==> src/design/tnlf_pkg.sv <==
// Package for the Telnet noise line framer.
// Holds the protocol byte codes, the decoder phase type and the result record type.
// Depends on nothing.
package tnlf_pkg;

	localparam logic [7:0] CODE_WILL = 8'd251;
	localparam logic [7:0] CODE_DO   = 8'd253;
	localparam logic [7:0] CODE_IAC  = 8'd255;
	localparam logic [7:0] CHAR_CR   = 8'd13;
	localparam logic [7:0] CHAR_LF   = 8'd10;

	typedef enum logic [1:0] {
		PH_TEXT = 2'd0,
		PH_IAC  = 2'd1,
		PH_OPT  = 2'd2
	} phase_t;

	typedef enum logic {
		KIND_TEXT   = 1'b0,
		KIND_OPTION = 1'b1
	} kind_t;

	typedef struct packed {
		logic       kind;
		logic [7:0] value;
		logic       action;
		logic       line_end;
	} result_t;

endpackage

==> src/design/telnet_noise_line_framer.sv <==
// Top level of the Telnet noise line framer.
// Instantiates tnlf_in_reg, tnlf_decode and tnlf_out_reg; uses tnlf_pkg.
//
// The byte channel (byte_valid, byte_ready, data_byte) takes one raw byte of a
// control stream per item. The record channel (rec_valid, rec_ready) delivers
// cleaned text bytes and Telnet option records on kind, value, action and
// line_end. IAC IAC gives a text byte 255, IAC WILL or IAC DO with a code gives
// an option record, and IAC with any other byte is dropped. A text LF right
// after a text CR carries line_end.
// One byte is accepted every cycle unless a stalled receiver holds back a record.
// A byte is held in the input register and decoded on its way into the output
// register. The decode is a single small state update, which sets the rate of
// one byte per cycle while the receiver does not stall.
// When the receiver stalls, the output register holds its record and the input
// register still takes one more byte; bytes that yield no record keep moving.
// Reset clears both registers and returns the decoder to plain text.
module telnet_noise_line_framer
	import tnlf_pkg::*;
(
	input  logic       clk,
	input  logic       arst_n,
	input  logic       byte_valid,
	output logic       byte_ready,
	input  logic [7:0] data_byte,
	output logic       rec_valid,
	input  logic       rec_ready,
	output logic       kind,
	output logic [7:0] value,
	output logic       action,
	output logic       line_end
);

	logic       valid_s1;
	logic [7:0] data_s1;
	logic       advance;
	logic       emit;
	logic       free;
	result_t    res;
	result_t    res_s2;

	assign advance = valid_s1 && (free || !emit);

	tnlf_in_reg u_in_reg (
		.clk        (clk),
		.arst_n     (arst_n),
		.byte_valid (byte_valid),
		.byte_ready (byte_ready),
		.data_byte  (data_byte),
		.advance    (advance),
		.valid_s1   (valid_s1),
		.data_s1    (data_s1)
	);

	tnlf_decode u_decode (
		.clk     (clk),
		.arst_n  (arst_n),
		.step    (advance),
		.data_s1 (data_s1),
		.emit    (emit),
		.res     (res)
	);

	tnlf_out_reg u_out_reg (
		.clk       (clk),
		.arst_n    (arst_n),
		.load      (valid_s1 && emit),
		.res       (res),
		.free      (free),
		.rec_valid (rec_valid),
		.rec_ready (rec_ready),
		.res_s2    (res_s2)
	);

	assign kind     = res_s2.kind;
	assign value    = res_s2.value;
	assign action   = res_s2.action;
	assign line_end = res_s2.line_end;

endmodule

==> src/design/tnlf_in_reg.sv <==
// Input register of the Telnet noise line framer.
// Holds one raw byte until the decoder consumes it; uses tnlf_pkg.
module tnlf_in_reg
	import tnlf_pkg::*;
(
	input  logic       clk,
	input  logic       arst_n,
	input  logic       byte_valid,
	output logic       byte_ready,
	input  logic [7:0] data_byte,
	input  logic       advance,
	output logic       valid_s1,
	output logic [7:0] data_s1
);

	assign byte_ready = !valid_s1 || advance;

	always_ff @(posedge clk or negedge arst_n) begin
		if (!arst_n) begin
			valid_s1 <= 1'b0;
		end else if (byte_ready) begin
			valid_s1 <= byte_valid;
		end
	end

	always_ff @(posedge clk) begin
		if (byte_valid && byte_ready) begin
			data_s1 <= data_byte;
		end
	end

endmodule

==> src/design/tnlf_decode.sv <==
// Decoder of the Telnet noise line framer: phase, pending action and CR tracking.
// Turns one registered byte into zero or one result record; uses tnlf_pkg.
module tnlf_decode
	import tnlf_pkg::*;
(
	input  logic       clk,
	input  logic       arst_n,
	input  logic       step,
	input  logic [7:0] data_s1,
	output logic       emit,
	output result_t    res
);

	phase_t phase_q, phase_d;
	logic   action_q, action_d;
	logic   cr_q, cr_d;
	logic   text;
	logic [7:0] text_byte;

	always_ff @(posedge clk or negedge arst_n) begin
		if (!arst_n) begin
			phase_q  <= PH_TEXT;
			action_q <= 1'b0;
			cr_q     <= 1'b0;
		end else if (step) begin
			phase_q  <= phase_d;
			action_q <= action_d;
			cr_q     <= cr_d;
		end
	end

	always_comb begin
		phase_d   = PH_TEXT;
		action_d  = action_q;
		text      = 1'b0;
		text_byte = data_s1;
		emit      = 1'b0;
		res       = '0;
		case (phase_q)
			PH_IAC: begin
				if (data_s1 == CODE_IAC) begin
					text = 1'b1;
				end else if (data_s1 == CODE_WILL || data_s1 == CODE_DO) begin
					action_d = (data_s1 == CODE_DO);
					phase_d  = PH_OPT;
				end
			end
			PH_OPT: begin
				emit       = 1'b1;
				res.kind   = KIND_OPTION;
				res.value  = data_s1;
				res.action = action_q;
			end
			default: begin
				if (data_s1 == CODE_IAC) begin
					phase_d = PH_IAC;
				end else begin
					text = 1'b1;
				end
			end
		endcase
		cr_d = cr_q;
		if (text) begin
			emit         = 1'b1;
			res.kind     = KIND_TEXT;
			res.value    = text_byte;
			res.action   = 1'b0;
			res.line_end = (text_byte == CHAR_LF) && cr_q;
			cr_d         = (text_byte == CHAR_CR);
		end
	end

endmodule

==> src/design/tnlf_out_reg.sv <==
// Output register of the Telnet noise line framer.
// Holds one result record until the receiver takes it; uses tnlf_pkg.
module tnlf_out_reg
	import tnlf_pkg::*;
(
	input  logic    clk,
	input  logic    arst_n,
	input  logic    load,
	input  result_t res,
	output logic    free,
	output logic    rec_valid,
	input  logic    rec_ready,
	output result_t res_s2
);

	assign free = !rec_valid || rec_ready;

	always_ff @(posedge clk or negedge arst_n) begin
		if (!arst_n) begin
			rec_valid <= 1'b0;
		end else if (free) begin
			rec_valid <= load;
		end
	end

	always_ff @(posedge clk) begin
		if (load && free) begin
			res_s2 <= res;
		end
	end

endmodule

==> config.mk <==
export PLATFORM = sky130hd
export DESIGN_NAME = telnet_noise_line_framer
export DESIGN_NICKNAME = d
export VERILOG_FILES = /design/src/design/tnlf_pkg.sv /design/src/design/telnet_noise_line_framer.sv /design/src/design/tnlf_in_reg.sv /design/src/design/tnlf_decode.sv /design/src/design/tnlf_out_reg.sv
export SDC_FILE = /design/constraint.sdc
export NUM_CORES = 1
export LEC_CHECK = 0
export ABC_AREA = 1
export BUFFER_PORTS_ARGS = -buffer_cell sky130_fd_sc_hd__buf_2
export CAP_MARGIN = 20
export CORE_AREA = 5 5 54 56
export DETAILED_ROUTE_END_ITERATION = 7
export DIE_AREA = 0 0 59 61
export GPL_TIMING_DRIVEN = 1
export PLACE_DENSITY = 0.71
export SLEW_MARGIN = 20
export SYNTH_ARGS = -nofsm -noshare
export SYNTH_HDL_FRONTEND = slang
export SYNTH_SLANG_ARGS = --single-unit
==> constraint.sdc <==
create_clock -name clk -period 2.6 [get_ports clk]
set_input_delay 0.13 -clock clk [delete_from_list [all_inputs] [get_ports clk]]
set_output_delay 0.13 -clock clk [all_outputs]
set_load 0.03 [all_outputs]
# Word-level counts from Yosys, hierarchy flattened
# Cells that the tools add are included.
# op_classes
n_eq_ne	7
reduce_logical	15
muxes	11
bitwise	2
# ops
op	count
8-bit equality test, second input constant	3
10-bit 2-to-1 mux	2
8-bit by 4-bit equality test with 1-bit output, second input constant	2
1-bit logical AND	5
1-bit 2-to-1 mux	5
1-bit logical OR	4
2-bit 2-to-1 mux	2
2-bit case mux with 2 select lines	1
4-bit AND reduction	1
1-bit logical NOT	3
2-bit by 1-bit equality test with 1-bit output, second input constant	1
2-bit equality test, second input constant	1
1-bit inverter	2
1-bit case mux with 2 select lines	1
2-bit AND reduction	1
2-bit OR reduction	1
# totals
in_bits	12
regBits	25

# Longest topological paths before layout
# logic_depth
ltp_word	9
depth_mapped	9
depth_no_buf	9

# Modules after synthesis
# Synthesis repeated with hierarchy kept, for this count alone.
# hier_totals
cells_unflattened	101
hier_area_um2	1134.8
# modules_own_cells
module	n_inst	cells_per_inst	area_per_inst_um2	seq_area_each_um2
tnlf_decode	1	65	450.4	100.1
tnlf_out_reg	1	17	375.4	355.3
tnlf_in_reg	1	14	285.3	265.3
telnet_noise_line_framer	1	5	23.8	0.0

# Worst setup path after synthesis
# Ideal clock, no wire load.
# synth_timing
kind	reg-to-reg
startpoint	reg u_decode.phase_q[0]
endpoint	reg u_out_reg.res_s2[0] (netlist name)
path_buffers	0
setup_time_ns	0.378
stages_incl_launch_ff	7
period_less_slack_ns	1.802
slack_ns	0.798
arrival_ns	1.424
t_required_ns	2.222
path_cell_list	dfrtp_1 inv_1 ha_1 nand2_2 nand3_4 nand2_1 nor2_1
# synth_between
elab_chain_len	5
# synth_rtl
item	line_no	rtl
start, declared	tnlf_decode.sv:14	phase_t phase_q, phase_d;
start signal, assigned	tnlf_decode.sv:26	phase_q <= phase_d;
2-bit equality test or 2-bit by 1-bit equality test with 1-bit output (tied branches)	tnlf_decode.sv:39	case (phase_q)
1-bit case mux with 2 select lines or 1-bit 2-to-1 mux (tied branches)	tnlf_decode.sv:39	
1-bit 2-to-1 mux *	tnlf_decode.sv:63	if (text) begin
1-bit logical AND *	telnet_noise_line_framer.sv:66	.load (valid_s1 && emit),
1-bit logical AND *	tnlf_out_reg.sv:27	if (load && free) begin
# Every way passes the cells marked *; elsewhere a longest branch is shown, timed or not.
# A chain may end at the register's enable or synchronous reset.

# Worst setup path after layout
# layout_timing
startpoint	reg u_decode.phase_q[0]
endpoint	out byte_ready
# layout_between
elab_chain_len	7
# layout_rtl
item	line_no	rtl
2-bit equality test or 2-bit by 1-bit equality test with 1-bit output (tied branches)	tnlf_decode.sv:39	
1-bit case mux with 2 select lines or 1-bit 2-to-1 mux (tied branches)	tnlf_decode.sv:39	
1-bit 2-to-1 mux *	tnlf_decode.sv:63	
1-bit logical NOT *	telnet_noise_line_framer.sv:41	assign advance = valid_s1 && (free || !emit);
1-bit logical OR *	telnet_noise_line_framer.sv:41	
1-bit logical AND *	telnet_noise_line_framer.sv:41	
1-bit logical OR *	tnlf_in_reg.sv:16	assign byte_ready = !valid_s1 || advance;
end, declared	telnet_noise_line_framer.sv:23	output logic byte_ready,
# Marked as above.

==> metrics.md <==
| Metric | Value |
|---|---|
| DIE HEIGHT | 61 µm |
| CORE AREA | 2390 µm² |
| Crit-path max FO | 4 |
| Crit start category | register |
| Total Routed Length | 1860 µm |
| Post-synth cell types | 18 |
| Clk_skew | 0.00322 ns |
| Clk sinks | 25 |
| Pre-CTS setup slack | 0.925 ns |
| Synthesis-stage register bit count | 25 |
| Via density | 4.65 |
| Final period util | 0.667 |
| FF/Latch Area | 721 µm² |
| Die Wd | 59 µm |
| Crit path kind | reg2out |
| Worst-skew pair later-pin latency | 0.31 ns |
| Util after Layout | 0.585 |
| Worst setup margin | 0.866 ns |
| Top FF cell, synth | edfxtp_1 |
| # fillers | 221 |
| Hold Crit Depth | 2 |
| Final Hold Vio Count | 0 |
| Worst vdd ir | 0.367 mV |
| Synth top area cells | edfxtp_1, dfrtp_1, inv_1 |
| Area of the multi-input gates | 332 µm² |
| First-pass iteration count of the detailed router | 4 |
| Hold slack | 0.0169 ns |
| Rows | 18 |
| MaxCap Viol Count | 0 |
| TNS Setup | 0 ns |
| Slowest cell on the critical path | dfrtp_1 |
| Final antenna-violating net count | 0 |
| RSZ-0062 raised after global routing | no |
| Share of layout cells above drive strength 1 | 0.316 |
| Commonest cells in the netlist | edfxtp_1, inv_1, nand2_1 |
| Post-Syn Area per Cell | 11.4 µm² |
| Largest stage delay, worst path | 0.40 ns |
| Vias | 772 |
| Starting Density | 0.466 |
| Slew Limit Fails | 0 |
| Synth Warn # | 0 |
| Root Buffer | clkbuf_4 |
| Grt total ovfl | 0 |
| WL/cell | 11.2 µm |
| Sequential share of the synthesized area | 0.648 |
| PD cells | 570 nW/µm² |
| Post-CTS Setup Repair Bufs | 0 |
| GRT Overall Usage | 0.126 |
| Final net count | 151 |
| Post-synth top area share | 0.513 |
| # setup viols final | 0 |
| Cell taking the most area after synthesis | edfxtp_1 |
| Vias in the first global route | 807 |
| Largest net degree at the start of global routing | 16 |
| N_diodes | 0 |
| LEAKAGE | 0.617 nW |
| Max Buffers Root-to-Sink | 2 |
| GP Congestion | 0.836 |
| Post-layout min period | 1.73 ns |
| DR DRC count | 0 |
| Drt initial violations | 7 |
| F_max | 577 MHz |
| Syn Nets | 112 |
| Worst reg2reg path depth | 7 |
| Hpwl dp | 1390 µm |
| Ys async rst share | 0.240 |
| Rel. slew slack | 0.768 |
| Syn-to-layout area delta | 25.6% |
| Worst path arrival time | 1.60 ns |
| CP cell instances | inv_1 -> ha_1 -> nand2_2 -> nand3_4 -> nand3_2 -> buf_2 |
| H-tree Lvls | 1 |
| EDFF count, synth | 19 |
| Top-count cell post-synth | edfxtp_1 |
| Clock-pin slew on the worst setup and hold paths | 0.13 ns |
| Synthesized area | 1110 µm² |
| First-pass GRT wire length | 3350 µm |
| Required time worst endpoint | 2.47 ns |
| Worst-Margin Slew | 0.346 ns |
| Die Area | 3600 µm² |
| CTS buffer count | 3 |
| Initial antenna violation count | 0 |
| CTS tree | done |
| Mapped Cells | 98 |
| Crit. End Element | primary output |
| Port Buffers | 24 |
| Tightest Hold Check Type | in2reg |
| Ports | 25 |
| Status | finished, final reports clean |
## state kept, by name, indices dropped and copies added (netlist names)
| signal | cells |
|---|---|
| u_decode.phase_q | 2 |
| u_out_reg.res_s2 | 11 |
| u_in_reg.data_s1 | 8 |
| u_out_reg.rec_valid | 1 |
| u_decode.action_q | 1 |
| u_in_reg.valid_s1 | 1 |
| u_decode.cr_q | 1 |
## worst paths after layout
path                                      from             endpoint  slack, ns
max in group asynchronous               arst_n    u_in_reg.valid_s1       2.32
min in group asynchronous               arst_n  u_decode.phase_q[0]       0.14
min reg2reg                      u_decode.cr_q        u_decode.cr_q       0.50
min                                  rec_ready  u_out_reg.rec_valid       0.02
max reg2reg                u_decode.phase_q[0]  u_in_reg.data_s1[4]       0.90
max                        u_decode.phase_q[0]           byte_ready       0.87
## final cells by class
type | count | share of cell area
timing repair buffer | 34 | 0.156
multi-input combinational | 57 | 0.237
inverter | 16 | 0.0430
clock buffer | 3 | 0.0161
tap | 30 | 0.0269
sequential | 25 | 0.516
clock inverter | 1 | 0.00537
## per-layer routing
| layer | GRT usage | vias to the layer above | routed length (µm) |
|---|---|---|---|
| met1 | 0.152 | 357 | 836 |
| met5 | 0 | - | 0 |
| met4 | 0.0680 | 0 | 27 |
| met2 | 0.213 | 18 | 875 |
| met3 | 0.0234 | 2 | 119 |
| li1 | - | 395 | - |
## cell usage in the layout, fill, tap and decap left out
cell type	instances
nand2_4	2
o21ai_2	2
nand4_1	3
buf_4	1
nor2_2	1
nand2_2	4
nor4b_2	1
clkbuf_4	3
edfxtp_1	19
ha_1	2
o21ai_0	1
dlygate4sd3_1	9
nor2_1	14
nand3_4	1
inv_1	16
nand3_1	5
clkinvlp_4	1
nor2_4	1
buf_2	24
nand3_2	2
nor3_1	2
dfrtp_1	6
nand2_1	16
## power breakdown
part	switching, mW	internal [mW]
registers	0.0158	0.468
logic	0.0949	0.0458
clock network	0.114	0.0586
## stage by stage
stage	cell area (µm²)	power, mW	instances
5_1_grt	1400	0.837	166
3_5_place_dp	1280	0.625	153
2_1_floorplan	1110	0.582	98
4_1_cts	1400	0.806	166
3_3_place_gp	1280	0.621	153
6_report	1400	0.797	166
## critical path: cells and delay by family (launching register included)
kind	cells	cell delay, ns
fa+ha+maj	1	0.33
simple gates	3	0.30
flops	1	0.40
buf+inv	2	0.26
## repair_timing
| action | in CTS | in global routing |
|---|---|---|
| gates resized for setup | 0 | 0 |
| endpoints found under the hold margin | 14 | 0 |
| hold buffers | 9 | 0 |
## cell families (layout without fill, tap and decap cells)
logic type,Yosys count,count (layout),share of synthesized area
AOI/OAI and AO/OA,3,3,0.0202
buffers and inverters,16,54,0.0540
adders and majority gates,2,2,0.0225
DFF,25,25,0.648
and+or+nand+nor,52,52,0.255
(Power assumes the default switching activity.)
